<file path="config.mk">
export PLATFORM = sky130hd
export DESIGN_NAME = led_blink_code_alarm
export DESIGN_NICKNAME = d
export VERILOG_FILES = /design/src/sv/lbca_pkg.sv /design/src/sv/lbca_cell.sv /design/src/sv/lbca_table.sv /design/src/sv/lbca_seq.sv /design/src/sv/led_blink_code_alarm.sv
export SDC_FILE = /design/constraint.sdc
export NUM_CORES = 1
export LEC_CHECK = 0
export BUFFER_PORTS_ARGS = -buffer_cell sky130_fd_sc_hd__buf_2
export CAP_MARGIN = 40
export CORE_MARGIN = 10
export CORE_UTILIZATION = 50
export CTS_CLUSTER_DIAMETER = 60
export DETAILED_ROUTE_END_ITERATION = 12
export PLACE_DENSITY = 0.72
export SLEW_MARGIN = 20
export SYNTH_ARGS = -nofsm -noshare
export SYNTH_HDL_FRONTEND = slang
export SYNTH_SLANG_ARGS = --single-unit
</file>
<file path="constraint.sdc">
create_clock -name clk -period 5.4 [get_ports clk]
set_input_delay 0.27 -clock clk [delete_from_list [all_inputs] [get_ports clk]]
set_output_delay 0.27 -clock clk [all_outputs]
set_load 0.03 [all_outputs]
</file>
<file path="src/sv/lbca_pkg.sv">
// Shared types and constants for the LED blink-code alarm block.
// No dependencies; every other file refers to this package by scoped names.
package lbca_pkg;

	// Table geometry and field widths
	localparam int DEPTH_DEF = 16;
	localparam int KEY_W     = 16;
	localparam int CODE_W    = 8;
	localparam int CNT_W     = 5;
	localparam int MAXE_W    = 5;
	localparam int TIME_W    = 4;
	localparam int TMR_W     = 5;
	localparam int ADDR_W    = 3;
	localparam int DATA_W    = 32;

	localparam logic [MAXE_W-1:0] MAXE_RESET = 5'd16;

	// Register index (byte address / 4)
	localparam logic REG_MAX_ENTRIES = 1'b0;

	// Request function codes
	localparam logic [1:0] FUNC_TICK = 2'd0;
	localparam logic [1:0] FUNC_ADD  = 2'd1;
	localparam logic [1:0] FUNC_DEL  = 2'd2;

	// Blink timing, in ticks
	localparam logic [TIME_W-1:0] NORM_ON   = 4'd4;
	localparam logic [TIME_W-1:0] NORM_OFF  = 4'd4;
	localparam logic [TIME_W-1:0] LONG_ON   = 4'd9;
	localparam logic [TIME_W-1:0] LONG_OFF  = 4'd4;
	localparam logic [TIME_W-1:0] GAP1_OFF  = 4'd5;
	localparam logic [TIME_W-1:0] SHORT_ON  = 4'd2;
	localparam logic [TIME_W-1:0] SHORT_OFF = 4'd2;
	localparam logic [TIME_W-1:0] GAP2_OFF  = 4'd14;
	localparam logic [TIME_W-1:0] DARK_ON   = 4'd0;

	// Search token that walks down the cell chain
	typedef struct packed {
		logic             valid;
		logic             del;
		logic             found;
		logic [KEY_W-1:0] key;
	} tok_t;

	// Sequencer controls from the top-level control
	typedef struct packed {
		logic step;
		logic clamp;
	} seq_ctrl_t;

	typedef enum logic [2:0] {
		MODE_NORMAL,
		MODE_FIRST,
		MODE_GAP_FIRST,
		MODE_SECOND,
		MODE_GAP_SECOND
	} seq_mode_t;

	typedef enum logic [1:0] {
		ST_IDLE,
		ST_SEARCH,
		ST_TICK,
		ST_REPLY
	} ctl_state_t;

endpackage

</file>
<file path="src/sv/lbca_cell.sv">
// One alarm table entry with its stage of the search token chain.
// Depends on lbca_pkg.
module lbca_cell #(
	parameter int IDX = 0,
	parameter int TW  = 5
) (
	input  logic                      clk,
	input  logic                      arst_n,
	input  lbca_pkg::tok_t            tok_in,
	output lbca_pkg::tok_t            tok_out,
	input  logic [TW-1:0]             total,
	input  logic [lbca_pkg::KEY_W-1:0] next_entry,
	input  logic                      wr_en,
	input  logic [lbca_pkg::KEY_W-1:0] wr_data,
	output logic [lbca_pkg::KEY_W-1:0] entry
);

	logic                       in_use;
	logic                       hit;
	logic                       found_here;
	lbca_pkg::tok_t             tok_q;
	logic [lbca_pkg::KEY_W-1:0] entry_q;

	// Compare only live entries
	assign in_use     = (TW'(IDX) < total);
	assign hit        = tok_in.valid && in_use && (entry_q == tok_in.key);
	assign found_here = tok_in.found || hit;

	// Token stage toward the next cell
	always_ff @(posedge clk or negedge arst_n) begin
		if (!arst_n) begin
			tok_q <= '0;
		end else begin
			tok_q.valid <= tok_in.valid;
			tok_q.del   <= tok_in.del;
			tok_q.found <= found_here;
			tok_q.key   <= tok_in.key;
		end
	end

	// Entry: append write, or close the gap behind a deleted pair
	always_ff @(posedge clk) begin
		if (wr_en) begin
			entry_q <= wr_data;
		end else if (tok_in.valid && tok_in.del && found_here) begin
			entry_q <= next_entry;
		end
	end

	assign tok_out = tok_q;
	assign entry   = entry_q;

endmodule

</file>
<file path="src/sv/lbca_table.sv">
// Alarm pair table built as a row of lbca_cell stages; a search token
// enters cell 0 and passes each cell's token register in turn to leave the last cell. Depends on lbca_pkg.
module lbca_table #(
	parameter int DEPTH = lbca_pkg::DEPTH_DEF,
	parameter int TW    = $clog2(DEPTH + 1)
) (
	input  logic                       clk,
	input  logic                       arst_n,
	input  logic                       start,
	input  logic                       del,
	input  logic [lbca_pkg::KEY_W-1:0] key,
	input  logic [TW-1:0]              total,
	input  logic                       wr_en,
	input  logic [TW-1:0]              rd_idx,
	output logic [lbca_pkg::KEY_W-1:0] rd_entry,
	output logic                       done,
	output logic                       found
);

	localparam int AW = (DEPTH > 1) ? $clog2(DEPTH) : 1;

	lbca_pkg::tok_t             tok [DEPTH+1];
	logic [lbca_pkg::KEY_W-1:0] ent [DEPTH];
	logic [lbca_pkg::KEY_W-1:0] key_q;

	// Token launched into the head of the chain
	always_comb begin
		tok[0].valid = start;
		tok[0].del   = del;
		tok[0].found = 1'b0;
		tok[0].key   = key;
	end

	// Pair held for the append at the end of the search
	always_ff @(posedge clk) begin
		if (start) begin
			key_q <= key;
		end
	end

	for (genvar j = 0; j < DEPTH; j++) begin : g_cell
		logic [lbca_pkg::KEY_W-1:0] nxt;
		if (j + 1 < DEPTH) begin : g_mid
			assign nxt = ent[j+1];
		end else begin : g_end
			assign nxt = ent[j];
		end
		lbca_cell #(
			.IDX (j),
			.TW  (TW)
		) u_cell (
			.clk        (clk),
			.arst_n     (arst_n),
			.tok_in     (tok[j]),
			.tok_out    (tok[j+1]),
			.total      (total),
			.next_entry (nxt),
			.wr_en      (wr_en && (total == TW'(j))),
			.wr_data    (key_q),
			.entry      (ent[j])
		);
	end

	assign done  = tok[DEPTH].valid;
	assign found = tok[DEPTH].found;

	// Entry shown by the sequencer
	always_comb begin
		if (rd_idx < TW'(DEPTH)) begin
			rd_entry = ent[rd_idx[AW-1:0]];
		end else begin
			rd_entry = '0;
		end
	end

endmodule

</file>
<file path="src/sv/lbca_seq.sv">
// Tick-driven blink sequencer: normal 4/4 blink, then long pulses, gap,
// short pulses and gap for each alarm pair. Depends on lbca_pkg.
module lbca_seq #(
	parameter int TW = 5
) (
	input  logic                       clk,
	input  logic                       arst_n,
	input  lbca_pkg::seq_ctrl_t        ctrl,
	input  logic [TW-1:0]              total,
	input  logic [lbca_pkg::KEY_W-1:0] entry,
	output logic [TW-1:0]              rd_idx,
	output logic                       led
);

	lbca_pkg::seq_mode_t mode_q, mode_d;
	logic [TW-1:0]                   idx_q, idx_d;
	logic [lbca_pkg::TMR_W-1:0]      timer_q;
	logic [lbca_pkg::TIME_W-1:0]     last_on_q, last_off_q;
	logic [lbca_pkg::CODE_W-1:0]     pc_q;
	logic                            led_q;

	logic [lbca_pkg::TIME_W-1:0] on_t, off_t;
	logic [lbca_pkg::CODE_W-1:0] cnt;
	logic                        code_mode;
	logic                        in_range;
	logic [lbca_pkg::TMR_W-1:0]  t0, t1, period;
	logic                        led_d, wrap;
	logic [lbca_pkg::CODE_W-1:0] pc1;
	logic                        code_done;
	logic [TW:0]                 idx_inc;

	assign in_range = (idx_q < total);

	// Timing and pulse count of the current phase
	always_comb begin
		on_t      = lbca_pkg::NORM_ON;
		off_t     = lbca_pkg::NORM_OFF;
		cnt       = '0;
		code_mode = 1'b0;
		unique case (mode_q)
			lbca_pkg::MODE_NORMAL: begin
				on_t  = lbca_pkg::NORM_ON;
				off_t = lbca_pkg::NORM_OFF;
			end
			lbca_pkg::MODE_FIRST: begin
				on_t      = lbca_pkg::LONG_ON;
				off_t     = lbca_pkg::LONG_OFF;
				cnt       = in_range ? entry[lbca_pkg::KEY_W-1:lbca_pkg::CODE_W] : '0;
				code_mode = 1'b1;
			end
			lbca_pkg::MODE_GAP_FIRST: begin
				on_t  = lbca_pkg::DARK_ON;
				off_t = lbca_pkg::GAP1_OFF;
			end
			lbca_pkg::MODE_SECOND: begin
				on_t      = lbca_pkg::SHORT_ON;
				off_t     = lbca_pkg::SHORT_OFF;
				cnt       = in_range ? entry[lbca_pkg::CODE_W-1:0] : '0;
				code_mode = 1'b1;
			end
			default: begin
				on_t  = lbca_pkg::DARK_ON;
				off_t = lbca_pkg::GAP2_OFF;
			end
		endcase
	end

	// One pulse timing step; a change of timing restarts the timer
	always_comb begin
		t0 = ((on_t != last_on_q) || (off_t != last_off_q)) ? '0 : timer_q;
		led_d     = (t0 < {1'b0, on_t});
		t1        = t0 + 1'b1;
		period    = {1'b0, on_t} + {1'b0, off_t};
		wrap      = (t1 >= period);
		pc1       = wrap ? pc_q + 1'b1 : pc_q;
		code_done = (pc1 >= cnt);
		idx_inc   = {1'b0, idx_q} + 1'b1;
	end

	// Next phase and table index
	always_comb begin
		mode_d = mode_q;
		idx_d  = idx_q;
		if (ctrl.step) begin
			unique case (mode_q)
				lbca_pkg::MODE_NORMAL: begin
					if (wrap && (total != '0)) begin
						idx_d  = total;
						mode_d = lbca_pkg::MODE_GAP_SECOND;
					end
				end
				lbca_pkg::MODE_FIRST: begin
					if (code_done) mode_d = lbca_pkg::MODE_GAP_FIRST;
				end
				lbca_pkg::MODE_GAP_FIRST: begin
					if (wrap) mode_d = lbca_pkg::MODE_SECOND;
				end
				lbca_pkg::MODE_SECOND: begin
					if (code_done) mode_d = lbca_pkg::MODE_GAP_SECOND;
				end
				default: begin
					if (wrap) begin
						if (total == '0) begin
							mode_d = lbca_pkg::MODE_NORMAL;
						end else begin
							idx_d  = (idx_inc >= {1'b0, total}) ? '0 : idx_inc[TW-1:0];
							mode_d = lbca_pkg::MODE_FIRST;
						end
					end
				end
			endcase
		end else if (ctrl.clamp && (idx_q >= total)) begin
			idx_d = '0;
		end
	end

	always_ff @(posedge clk or negedge arst_n) begin
		if (!arst_n) begin
			mode_q     <= lbca_pkg::MODE_NORMAL;
			idx_q      <= '0;
			timer_q    <= '0;
			last_on_q  <= '0;
			last_off_q <= '0;
			pc_q       <= '0;
			led_q      <= 1'b0;
		end else begin
			mode_q <= mode_d;
			idx_q  <= idx_d;
			if (ctrl.step) begin
				timer_q    <= wrap ? '0 : t1;
				last_on_q  <= on_t;
				last_off_q <= off_t;
				led_q      <= led_d;
				if (code_mode) begin
					pc_q <= code_done ? '0 : pc1;
				end
			end
		end
	end

	assign rd_idx = idx_q;
	assign led    = led_q;

endmodule

</file>
<file path="src/sv/led_blink_code_alarm.sv">
// LED blink-code alarm indicator. Requests arrive one at a time: a tick
// request passes the TICK and REPLY states before its result is registered,
// an add or delete passes SEARCH and REPLY, the search token walking the row of
// table cells one cell per cycle in SEARCH. A new request is taken as soon as the
// previous one has produced its result, even if that result is still waiting
// on out_ready. max_entries sits at byte address 0 of the register port.
module led_blink_code_alarm #(
	parameter int TABLE_DEPTH = lbca_pkg::DEPTH_DEF
) (
	input  logic                        clk,
	input  logic                        arst_n,
	// Register port
	input  logic                        psel,
	input  logic                        penable,
	input  logic                        pwrite,
	input  logic [lbca_pkg::ADDR_W-1:0] paddr,
	input  logic [lbca_pkg::DATA_W-1:0] pwdata,
	output logic [lbca_pkg::DATA_W-1:0] prdata,
	output logic                        pready,
	// Request channel
	input  logic                        in_valid,
	output logic                        in_ready,
	input  logic [1:0]                  func,
	input  logic [lbca_pkg::CODE_W-1:0] first_code,
	input  logic [lbca_pkg::CODE_W-1:0] second_code,
	// Result channel
	output logic                        out_valid,
	input  logic                        out_ready,
	output logic                        led_on,
	output logic [lbca_pkg::CNT_W-1:0]  entry_count
);

	localparam int TW = $clog2(TABLE_DEPTH + 1);
	localparam int MW = (TW > lbca_pkg::MAXE_W) ? TW : lbca_pkg::MAXE_W;

	lbca_pkg::ctl_state_t state_q, state_d;
	lbca_pkg::seq_ctrl_t  seq_ctrl;

	logic [lbca_pkg::MAXE_W-1:0] max_q;
	logic [TW-1:0]               total_q;
	logic                        del_q;
	logic                        del_hit_q;
	logic                        out_valid_q;
	logic                        led_on_q;
	logic [lbca_pkg::CNT_W-1:0]  entry_count_q;

	logic                        accept;
	logic                        start;
	logic                        reg_idx;
	logic                        tbl_done, tbl_found;
	logic                        add_ok, del_ok;
	logic                        load_out;
	logic [TW-1:0]               rd_idx;
	logic [lbca_pkg::KEY_W-1:0]  rd_entry;
	logic                        led;

	// Register port
	assign pready  = 1'b1;
	assign reg_idx = paddr[2];

	always_ff @(posedge clk or negedge arst_n) begin
		if (!arst_n) begin
			max_q <= lbca_pkg::MAXE_RESET;
		end else if (psel && penable && pwrite && (reg_idx == lbca_pkg::REG_MAX_ENTRIES)) begin
			max_q <= pwdata[lbca_pkg::MAXE_W-1:0];
		end
	end

	always_comb begin
		prdata = '0;
		if (reg_idx == lbca_pkg::REG_MAX_ENTRIES) begin
			prdata = {{(lbca_pkg::DATA_W - lbca_pkg::MAXE_W){1'b0}}, max_q};
		end
	end

	// Control decode
	always_comb begin
		in_ready       = (state_q == lbca_pkg::ST_IDLE);
		accept         = in_valid && in_ready;
		start          = accept && ((func == lbca_pkg::FUNC_ADD) || (func == lbca_pkg::FUNC_DEL));
		seq_ctrl.step  = (state_q == lbca_pkg::ST_TICK);
		seq_ctrl.clamp = (state_q == lbca_pkg::ST_REPLY) && del_hit_q;
		add_ok = (state_q == lbca_pkg::ST_SEARCH) && tbl_done && !del_q && !tbl_found
			&& (MW'(total_q) < MW'(max_q)) && (total_q < TW'(TABLE_DEPTH));
		del_ok   = (state_q == lbca_pkg::ST_SEARCH) && tbl_done && del_q && tbl_found;
		load_out = (state_q == lbca_pkg::ST_REPLY) && (!out_valid_q || out_ready);
	end

	// Next state
	always_comb begin
		state_d = state_q;
		unique case (state_q)
			lbca_pkg::ST_IDLE: begin
				if (accept) begin
					priority if (start) begin
						state_d = lbca_pkg::ST_SEARCH;
					end else if (func == lbca_pkg::FUNC_TICK) begin
						state_d = lbca_pkg::ST_TICK;
					end else begin
						state_d = lbca_pkg::ST_REPLY;
					end
				end
			end
			lbca_pkg::ST_SEARCH: begin
				if (tbl_done) state_d = lbca_pkg::ST_REPLY;
			end
			lbca_pkg::ST_TICK: begin
				state_d = lbca_pkg::ST_REPLY;
			end
			lbca_pkg::ST_REPLY: begin
				if (load_out) state_d = lbca_pkg::ST_IDLE;
			end
		endcase
	end

	// Control state, entry count and commit of add or delete
	always_ff @(posedge clk or negedge arst_n) begin
		if (!arst_n) begin
			state_q   <= lbca_pkg::ST_IDLE;
			total_q   <= '0;
			del_q     <= 1'b0;
			del_hit_q <= 1'b0;
		end else begin
			state_q <= state_d;
			if (accept) begin
				del_q     <= (func == lbca_pkg::FUNC_DEL);
				del_hit_q <= 1'b0;
			end
			if (add_ok) begin
				total_q <= total_q + 1'b1;
			end else if (del_ok) begin
				total_q   <= total_q - 1'b1;
				del_hit_q <= 1'b1;
			end
		end
	end

	// Result register
	always_ff @(posedge clk or negedge arst_n) begin
		if (!arst_n) begin
			out_valid_q <= 1'b0;
		end else if (load_out) begin
			out_valid_q <= 1'b1;
		end else if (out_ready) begin
			out_valid_q <= 1'b0;
		end
	end

	always_ff @(posedge clk) begin
		if (load_out) begin
			led_on_q      <= led;
			entry_count_q <= lbca_pkg::CNT_W'(total_q);
		end
	end

	assign out_valid   = out_valid_q;
	assign led_on      = led_on_q;
	assign entry_count = entry_count_q;

	lbca_table #(
		.DEPTH (TABLE_DEPTH),
		.TW    (TW)
	) u_table (
		.clk      (clk),
		.arst_n   (arst_n),
		.start    (start),
		.del      (func == lbca_pkg::FUNC_DEL),
		.key      ({first_code, second_code}),
		.total    (total_q),
		.wr_en    (add_ok),
		.rd_idx   (rd_idx),
		.rd_entry (rd_entry),
		.done     (tbl_done),
		.found    (tbl_found)
	);

	lbca_seq #(
		.TW (TW)
	) u_seq (
		.clk    (clk),
		.arst_n (arst_n),
		.ctrl   (seq_ctrl),
		.total  (total_q),
		.entry  (rd_entry),
		.rd_idx (rd_idx),
		.led    (led)
	);

endmodule

</file>
; ---- After elaboration in Yosys (flattened, before gate mapping)
; Cells that the tools add are included.
[op_classes]
bitwise = 2
n_reduce_logical = 146
addsub = 6
order_cmp = 26
n_eq_ne = 52
mux = 72
[op_table]
columns = cell, n
row1 = 16-bit 2-to-1 mux, 33
row2 = 16-bit equality test, 16
row3 = 1-bit logical AND, 94
row4 = 16-bit binary-select mux with 4-bit select, 1
row5 = 5-bit 2-to-1 mux, 11
row6 = "5-bit by 4-bit equality test with 1-bit output, second input constant", 8
row7 = "4-bit by 5-bit less-than comparator with 1-bit output, first input constant", 8
row8 = 2-bit nonzero test, 18
row9 = 8-bit 2-to-1 mux, 4
row10 = 4-bit one-hot mux with 3 select lines, 2
row11 = "5-bit by 3-bit equality test with 1-bit output, second input constant", 4
row12 = "3-bit by 5-bit less-than comparator with 1-bit output, first input constant", 4
row13 = 1-bit logical OR, 18
row14 = 8-bit one-hot mux with 2 select lines, 1
row15 = 3-bit 2-to-1 mux, 5
row16 = "2-bit by 1-bit inequality test with 1-bit output, second input constant", 6
row17 = 3-bit one-hot mux with 4 select lines, 1
row18 = "5-bit by 1-bit adder with 5-bit output, second input constant", 2
row19 = "5-bit by 2-bit equality test with 1-bit output, second input constant", 2
row20 = 5-bit >= comparator, 2
row21 = "1-bit by 5-bit less-than comparator with 1-bit output, first input constant", 2
row22 = "2-bit by 5-bit less-than comparator with 1-bit output, first input constant", 2
row23 = 5-bit less-than comparator, 2
row24 = "5-bit less-than comparator, second input constant", 2
row25 = other kinds (36), 56
[totals]
output_inout_bits = 41
reg_bits = 609
inputBits = 60

; ---- Logic depth before layout (Yosys ltp)
; Gate-level depths: netlist of run 1.
[depth]
word_depth = 12
depth_mapped = 28

; ---- Modules after synthesis
; A second synthesis of run 1 with hierarchy kept.
[hier_totals]
cells_unflattened = 1895
area_unflattened_um2 = 28488.6
[modules_own_cells]
columns = mod, instances, cells_per_inst, area_each_um2, seq_area_each_um2
row1 = lbca_cell (u_table.g_cell[0].u_cell ...), 4, 80, 1362.6, 955.9
row2 = lbca_seq, 1, 300, 2721.4, 725.7
row3 = lbca_cell (u_table.g_cell[11].u_cell ...), 2, 80, 1357.6, 955.9
row4 = lbca_table, 1, 183, 2575.0, 480.5
row5 = led_blink_code_alarm, 1, 130, 1395.1, 556.8
row6 = lbca_cell (u_table.g_cell[8].u_cell), 1, 80, 1376.3, 955.9
row7 = lbca_cell (u_table.g_cell[10].u_cell), 1, 81, 1372.6, 955.9
row8 = lbca_cell (u_table.g_cell[12].u_cell), 1, 80, 1365.1, 955.9
row9 = lbca_cell (u_table.g_cell[4].u_cell), 1, 82, 1365.1, 955.9
row10 = lbca_cell (u_table.g_cell[2].u_cell), 1, 80, 1363.8, 955.9
row11 = lbca_cell (u_table.g_cell[13].u_cell), 1, 80, 1361.3, 955.9
row12 = lbca_cell (u_table.g_cell[5].u_cell), 1, 80, 1360.1, 955.9
row13 = lbca_cell (u_table.g_cell[1].u_cell), 1, 80, 1358.8, 955.9
row14 = lbca_cell (u_table.g_cell[7].u_cell), 1, 80, 1356.3, 955.9
row15 = lbca_cell (u_table.g_cell[15].u_cell), 1, 79, 1352.5, 955.9

; ---- Worst setup path after synthesis of run 1
; OpenSTA, ideal clock, no wires.
[synth_timing]
path_type = register -> register
start = register u_seq.mode_q[0]
end = register u_seq.pc_q[0] (netlist bit)
path_slack_ns = 0.141
stages_incl_launch_ff = 27
n_path_buf = 5
arrival_ns = 5.163
period_less_slack_ns = 5.259
setup_time_ns = 0.096
path_cell_list = dfrtp_1 > buf_4 > nor2b_2 > and2_0 > buf_2 > inv_2 > mux2i_1 > nand2_1 > nor4_4 > and2_1 > ha_1 > clkbuf_1 > nand3_1 > xnor2_1 > and2_1 > ha_1 > a21o_1 > a31o_2 > clkbuf_1 > xnor2_1 > ha_1 > nand2b_1 > a2111oi_0 > o31ai_1 > or2_2 > clkbuf_1 > o31ai_1
[synth_between]
elab_chain_len = 11
[synth_lines]
columns = element, line_no
row1 = "start, declared", lbca_seq.sv:15  ; lbca_pkg::seq_mode_t mode_q, mode_d;
row2 = "start signal, assigned", lbca_seq.sv:119  ; mode_q <= lbca_pkg::MODE_NORMAL;
row3 = "start signal, assigned", lbca_seq.sv:127  ; mode_q <= mode_d;
row4 = 3-bit by 1-bit equality test with 1-bit output or 3-bit zero test (tied branches), lbca_seq.sv:40  ; unique case (mode_q)
row5 = 2-bit OR reduction (no line), --
row6 = 4-bit one-hot mux with 3 select lines *, lbca_seq.sv:40
row7 = "net u_seq.off_t, one bit", lbca_seq.sv:22  ; logic [lbca_pkg::TIME_W-1:0] on_t, off_t;
row8 = 4-bit inequality test, lbca_seq.sv:70  ; t0 = ((on_t != last_on_q) || (off_t != last_off_q)) ? '0 : timer_q;
row9 = 1-bit logical OR, lbca_seq.sv:70
row10 = 5-bit 2-to-1 mux, lbca_seq.sv:70
row11 = 5-bit by 1-bit adder with 5-bit output, lbca_seq.sv:72  ; t1 = t0 + 1'b1;
row12 = 5-bit >= comparator *, lbca_seq.sv:74  ; wrap = (t1 >= period);
row13 = 8-bit 2-to-1 mux *, lbca_seq.sv:75  ; pc1 = wrap ? pc_q + 1'b1 : pc_q;
row14 = 8-bit >= comparator, lbca_seq.sv:76  ; code_done = (pc1 >= cnt);
row15 = 8-bit 2-to-1 mux *, lbca_seq.sv:135  ; pc_q <= code_done ? '0 : pc1;
row16 = "end signal, assigned", lbca_seq.sv:135
row17 = "end, declared", lbca_seq.sv:19  ; logic [lbca_pkg::CODE_W-1:0] pc_q;
; The timed path passes the listed nets; every way through them passes the cells marked *.
; A chain may end at the register's enable or synchronous reset.

; ---- Worst setup path after layout of run 1
[layout_timing]
start = register u_seq.mode_q[0]
end = register u_seq.pc_q[3] (netlist bit)
; Same word-level chain as after synthesis.

==> impl_metrics.csv, run 1 <==
group,metric,value,unit
critical_path,cp_common_cell,"ha_1",
place,place_congestion,1.010,
detailed_routing,wire_per_inst,28.80,um
yosys,async_flop_share,0.5428,
timing,hold_viol,0,
yosys,synth.top_cell.area_share,0.3022,
detailed_routing,drtIter0Drc,1916,
clock_tree,clk-insertion-delay-late,0.65,ns
critical_path,cp_slowest_stage_delay,0.41,ns
worst_hold_path,hold_class,"input pin to flop",
clock_tree,tritoncts,"yes",
critical_path,end_kind,"flop",
critical_path,crit_fanout,16,
run_status,status,"finished, final reports clean",
timing,setup_viol,0,
power_and_ir_drop,p_leak,12.06,nW
critical_path,r2r_cells,23,
timing,max_slew_margin,0.3162,
critical_path,cp_top_family,"compound AO/OA/AOI/OAI gates",
critical_path,r2r_setup_slack,0.24,ns
yosys,synth_area_per_cell,14.37,sq um
timing,finalClockSkew,0.02638,ns
clock_tree,cts-root-buf,"clkbuf_16",
global_route,grt_antenna_before_repair,0,
critical_path,crit_slowest_cell,"nor4_4",
place,dpl_cell_area,0.02877,sq mm
global_route,grt_pass1_wl,117900,um
global_route,grt_max_degree,168,
yosys,synth_edf_count,278,
timing,finalCritPeriodShare,0.9563,
critical_path,path_cells,"nor2b_2 -> and2_1 -> inv_2 -> mux2i_1 -> nand2_1 -> nor4_4 -> and2_4 -> ha_1 -> xor2_1 -> ha_1 -> nand2_1 -> o21ai_0 -> a31o_4 -> nand4_1 -> xnor2_1 -> ha_1 -> o21a_1 -> nor2_1 -> o31ai_4 -> buf_4 -> a41oi_1 -> o21ai_0 -> o31ai_2",
yosys,yosysWarnings,0,
critical_path,crit_type,"flop to flop",
global_route,grt_pass1_vias,17710,
timing,period_needed,5.164,ns
detailed_routing,num_vias,17260,
yosys,seq_area_frac_synth,0.6012,
critical_path,worst_ep_arrival_time,5.66,ns
floorplan,start_util,0.5034,
critical_path,critPathCapture,"u_seq.pc_q[3]",
global_route,grt_overflow,0,
critical_path,reg2reg_from,"u_seq.mode_q[0]",
final_layout,final_core_util,0.5682,
critical_path,cp-start-kind,"flop",
place,port_buffers,43,
clock_tree,clock_sinks,608,
final_layout,layout_commonest_cell,"dfrtp_1",
critical_path,cp.depth,23,
final_layout,layout_common_cells,"326 x dfrtp_1, 278 x edfxtp_1, 219 x mux2_2",
final_layout,area_growth,12.89,%
yosys,synth.area.top_cells,"edfxtp_1 30%, dfrtp_1 30%, mux2_2 8.9%, xnor2_1 5.3%, mux4_2 5.2%",
global_route,grtUsageTotal,0.2480,
power_and_ir_drop,total_power,11.46,mW
yosys,synth-seq-cells,608,
place,hpwl,56960,um
detailed_routing,drc_errors,0,
timing,finalMaxSlewViolations,0,
clock_tree,cts.path.max_buffers,3,
detailed_routing,via_per_inst,6.194,
power_and_ir_drop,power.density,367.6,mW/mm^2
floorplan,rows,86,
clock_tree,clkTransAtPathRegs,0.06,ns
yosys,synth_cells,1923,
detailed_routing,drtAntennaViolNets,0,
clock_tree,tritoncts.num_buffers,59,
power_and_ir_drop,vdd.ir_drop.worst,309.7,uV
yosys,synth_ff_type,"dfrtp_1",
floorplan,die_area,0.06505,sq mm
yosys,syn-cell-area,0.02762,sq mm
floorplan,boundaryPins,101,
detailed_routing,drtPass1Iterations,5,
floorplan,die_x,255.1,um
critical_path,startpoint,"u_seq.mode_q[0]",
critical_path,crit_buf_inv,2,
critical_path,crit_required,5.90,ns
clock_tree,cts_max_level,2,
worst_hold_path,worstHoldPathCells,3,
final_layout,n_antenna_cell,0,
detailed_routing,wl,80260,um
yosys,yosys.area.top_type,"edfxtp_1",
timing,worst_pin_slew,1.026,ns
final_layout,drive_above_1_share,0.2564,
yosys,synthDistinctLibCells,79,
floorplan,die_h,255.1,um
final_layout,fin_nets,2142,
timing,max_clock_freq,0.1936,GHz
critical_path,r2r-end,"u_seq.pc_q[3]",
run,drv_cap,0,
floorplan,core_area,0.05488,sq mm
final_layout,finalInstanceArea,0.03118,sq mm
sequential cells by signal (all words and copies together), names as in the netlist, 2 cells and up:
signal and count:
u_seq.mode_q 3, max_q 5, u_seq.timer_q 5, total_q 5, u_seq.rd_idx 5, u_seq.last_on_q 3
u_table.key_q 16, u_seq.last_off_q 4, u_table.g_cell.u_cell.tok_out 286, u_seq.pc_q 8, entry_count 5, u_table.g_cell.u_cell.entry 256
state_q 2
metal layers:
layer | global-route usage | wire, um | up-vias
met4 | 0.1159 | 3962 | 0
met5 | 0 | 0 | -
met1 | 0.3113 | 31030 | 8964
met2 | 0.4000 | 38290 | 868
met3 | 0.06162 | 6983 | 185
li1 | - | - | 7246
stage by stage:
stage               instances  setup TNS [ns]  hold WS (ns)  setup WS (ns)
floorplan                1949               0      -0.02559         0.1410
global placement         2630               0        0.3560         0.2176
detailed placement       2642        -0.09730        0.3660       -0.04944
CTS                      2778               0        0.1524        0.04956
global route             2787        -0.08284        0.1727       -0.08080
finish                   2787               0        0.1725         0.2358
synth_stat cells (9+ instances only):
cell type,number
edfxtp_1,278
ha_1,50
nor3_1,13
o31ai_1,9
mux2_2,219
a31oi_1,10
buf_2,21
a21oi_1,23
a22oi_1,39
clkbuf_1,41
buf_4,31
nand4_1,49
mux4_2,64
xnor2_1,166
nor4_1,28
buf_6,9
xor2_1,108
a31o_2,9
nand2_1,165
nand3_1,23
nor2_1,39
and3_1,9
dfrtp_1,329
o21ai_0,30
and2_1,12
inv_1,28
power breakdown:
group	switching, mW	total (mW)	internal, mW
combinational	1.10	1.88	0.776
clock	1.85	4.27	2.42
sequential	0.268	5.31	5.04
repair_timing:
| action | in CTS | in global routing |
|---|---|---|
| endpoints found under the hold margin | 129 | 0 |
| buffers inserted | 0 | 3 |
| resized for setup | 2 | 10 |
| hold buffers | 24 | 0 |
| setup endpoints to repair | 4 | 11 |
| pin swaps | 0 | 2 |
tightest hold or removal path: cells and delay by family:
kind | cells | cell delay, ns
buffers and inverters | 1 | 0.10
multiplexers | 1 | 0.19
AND/OR/NAND/NOR | 1 | 0.21
area by class of cell:
class | count | area [sq um]
Fill cell | 4331 | 23690
Sequential cell | 608 | 16610
Multi-Input combinational cell | 1202 | 10430
Clock buffer | 85 | 1765
Timing Repair Buffer | 131 | 1126
Tap cell | 704 | 880.8
Clock inverter | 27 | 259.0
Inverter | 30 | 112.6
kinds of logic (layout without fill, tap and decap cells):
logic type / Yosys count / after routing / synth area share
AO/OA/AOI/OAI: 180 / 180 / 0.04702
XOR/XNOR: 274 / 274 / 0.08687
adder cells (fa/ha/maj): 50 / 50 / 0.02265
buffers and inverters: 139 / 273 / 0.02695
flip-flops: 608 / 608 / 0.6012
multiplexers: 287 / 287 / 0.1429
other: 2 / 28 / 0.0002719
AND/OR/NAND/NOR: 383 / 383 / 0.07215
worst min-delay path by stage:
stage	startpoint	slack [ns]	to
floorplan	arst_n	-0.03	del_hit_q
CTS	pwrite	0.15	max_q[1]
finish	pwrite	0.17	max_q[1]
detailed placement	arst_n	0.37	u_table.g_cell[14].u_cell.tok_out[15]
global placement	arst_n	0.36	u_table.g_cell[14].u_cell.tok_out[15]
global route	pwrite	0.17	max_q[0]
Note: power is estimated with default switching activity, not from simulation.
==> inputs of run 2 (changes only) <==
--- a/config.mk
+++ b/config.mk
@@ -11,7 +11,7 @@
 export CORE_UTILIZATION = 50
 export CTS_CLUSTER_DIAMETER = 60
 export DETAILED_ROUTE_END_ITERATION = 12
-export PLACE_DENSITY = 0.72
+export PLACE_DENSITY = 0.7
 export SLEW_MARGIN = 20
 export SYNTH_ARGS = -nofsm -noshare
 export SYNTH_HDL_FRONTEND = slang
==> constraint.sdc (replaced) <==
create_clock -name clk -period 5.9 [get_ports clk]
set_input_delay 0.295 -clock clk [delete_from_list [all_inputs] [get_ports clk]]
set_output_delay 0.295 -clock clk [all_outputs]
set_load 0.03 [all_outputs]
==> run 2 against run 1 <==
  * Final cell count down 0.43%
  * First-iteration DRC count down 7.5%
  * Via count down 1.2%
  * Combinational power down 12%
  * Cell area down 0.45%
  * Total power down 8.7%
  * Routed wire length about the same
  * Core utilization down 0.26 points
  * Die area unchanged
  * Clock skew down 0.0068 ns
  * Sequential share of layout area up 0.24 points
==> impl_metrics.csv, run 2 (synthesized netlist as in run 1, its figures left out) <==
group,metric,value,unit
run_status,status,"finished, final reports clean",
global_route,grt_antenna_before_repair,1,
clock_tree,cts.path.max_buffers,3,
global_route,grt_pass1_vias,17530,
final_layout,largest_reg_flops,286,
final_layout,area_growth,12.37,%
power_and_ir_drop,p_leak,11.97,nW
clock_tree,clkTransAtPathRegs,0.06,ns
final_layout,final-seq-area,0.01661,sq mm
detailed_routing,wire_per_inst,28.89,um
global_route,grt_max_degree,172,
timing,finalMaxSlewViolations,0,
place,placed_cells,2628,
worst_hold_path,hold_class,"input pin to flop",
floorplan,die_x,255.1,um
timing,finalCritPeriodShare,0.9430,
timing,worst_pin_slew,1.128,ns
floorplan,rows,86,
clock_tree,cts-root-buf,"clkbuf_16",
clock_tree,cts_max_level,2,
detailed_routing,drtIter0Drc,1772,
critical_path,worst_ep_arrival_time,6.10,ns
timing,rsz0062_at_grt,"no",
timing,finalClockSkew,0.01961,ns
clock_tree,clk-insertion-delay-late,0.65,ns
final_layout,finalNonFillerCells,2775,
critical_path,end_kind,"flop",
timing,max_slew_margin,0.2479,
floorplan,core_area,0.05488,sq mm
clock_tree,clock_sinks,608,
place,hpwl,57050,um
detailed_routing,drtAntennaViolNets,0,
final_layout,multi_input_area,0.01041,sq mm
power_and_ir_drop,power.density,337.0,mW/mm^2
power_and_ir_drop,vdd.ir_drop.worst,293.3,uV
floorplan,die_h,255.1,um
critical_path,crit_type,"flop to flop",
critical_path,crit_slowest_cell,"dfrtp_1",
detailed_routing,drtPass1Iterations,5,
timing,max_clock_freq,0.1797,GHz
run,drv_cap,0,
floorplan,die_area,0.06505,sq mm
critical_path,r2r_setup_slack,0.34,ns
final_layout,nFillCells,4327,
critical_path,path_cells,"nor2b_2 -> and2_0 -> inv_2 -> mux2i_1 -> nand2_1 -> nor4_4 -> and2_1 -> ha_2 -> nand3_1 -> xnor2_1 -> and2_1 -> ha_1 -> a21o_1 -> a31o_4 -> xnor2_1 -> ha_1 -> nand2b_1 -> a2111oi_2 -> o31ai_4 -> or2_2 -> o31ai_1",
final_layout,drive_above_1_share,0.2477,
critical_path,cp-start-kind,"flop",
clock_tree,tritoncts,"yes",
place,place_congestion,0.9617,
final_layout,fin_nets,2129,
place,port_buffers,43,
detailed_routing,wl,80180,um
clock_tree,tritoncts.num_buffers,60,
final_layout,layout_common_cells,"327 x dfrtp_1, 278 x edfxtp_1, 219 x mux2_2",
critical_path,crit_required,6.44,ns
global_route,grt_pass1_wl,118000,um
detailed_routing,num_vias,17060,
final_layout,finalInstanceArea,0.03104,sq mm
final_layout,layout_commonest_cell,"dfrtp_1",
timing,period_needed,5.564,ns
timing,hold_viol,0,
final_layout,n_antenna_cell,0,
global_route,grtUsageTotal,0.2483,
timing,setup_viol,0,
critical_path,crit_fanout,22,
timing,holdWs,0.1994,ns
detailed_routing,drc_errors,0,
detailed_routing,via_per_inst,6.147,
global_route,grt_overflow,0,
floorplan,boundaryPins,101,
place,dpl_cell_area,0.02864,sq mm
floorplan,start_util,0.5034,
critical_path,cp_slowest_stage_delay,0.48,ns
run 2: cell types whose count changed in the layout (fill, tap and decap cells not counted), sizes merged:
| cell | previous run | this run |
|---|---|---|
| bufinv | 3 | 4 |
| clkinvlp | 3 | 0 |
| clkbuf | 86 | 87 |
| clkinv | 20 | 23 |
| buf | 106 | 92 |
run 2: area by class of cell:
cell class	count	share of cell area
flip-flops and latches	608	0.5351
inverters	30	0.003628
well taps	704	0.02838
multi-input cells	1202	0.3352
repair buffers	117	0.03225
clock buffers	86	0.05542
clock inverters	28	0.009956
run 2: final timing paths:
| path | depth (start not counted) | from | to |
|---|---|---|---|
| hold / removal | 3 | pwrite | max_q[2] |
| setup / recovery | 21 | u_seq.mode_q[0] | u_seq.pc_q[7] |
| hold reg to reg | 0 | u_table.g_cell[12].u_cell.tok_out[17] | u_table.g_cell[13].u_cell.tok_out[17] |
| min in group asynchronous | 2 | arst_n | state_q[1] |
| max in group asynchronous | 3 | arst_n | u_table.g_cell[4].u_cell.tok_out[11] |
| setup reg to reg | 21 | u_seq.mode_q[0] | u_seq.pc_q[7] |
run 2: worst max-delay path: cells and delay by family, from the launching register on:
kind	cells	cell delay (ns)
and+or+nand+nor	9	2.00
AOI/OAI and AO/OA	5	1.40
adders and majority gates	3	0.92
DFF	1	0.48
xor gates and xnor gates	2	0.30
muxes	1	0.21
buffers and inverters	1	0.16
run 2: through the flow:
step | setup slack, ns | total power [mW] | utilization | TNS [ns]
after floorplan | 0.6410 | 5.981 | - | 0
after global placement | 0.09463 | 6.509 | 0.5184 | 0
after detailed placement | -0.1191 | 6.559 | 0.5219 | -0.3769
after CTS | 0.001863 | 10.46 | 0.5634 | 0
after global routing | 0.03873 | 10.83 | 0.5657 | 0
final | 0.3363 | 10.46 | 0.5657 | 0
run 2: repair_timing:
action,in CTS,in global routing
buffers inserted,0,2
pin swaps,0,1
endpoints found under the setup margin,11,11
endpoints found under the hold margin,147,0
hold buffers,24,0
resized for setup,1,6
run 2: metal layers:
layer / part of all wire / track usage / up-vias
met5: 0 / 0 / -
met4: 0.049 / 0.1180 / 0
met3: 0.085 / 0.06335 / 200
met2: 0.47 / 0.3927 / 786
met1: 0.39 / 0.3167 / 8856
li1: - / - / 7217
run 2: where the power goes:
| part | internal [mW] | total [mW] | switching, mW | leakage [nW] |
|---|---|---|---|---|
| clock | 2.22 | 3.93 | 1.71 | 1.01 |
| combinational | 0.685 | 1.65 | 0.967 | 4.48 |
| sequential | 4.62 | 4.88 | 0.266 | 6.49 |
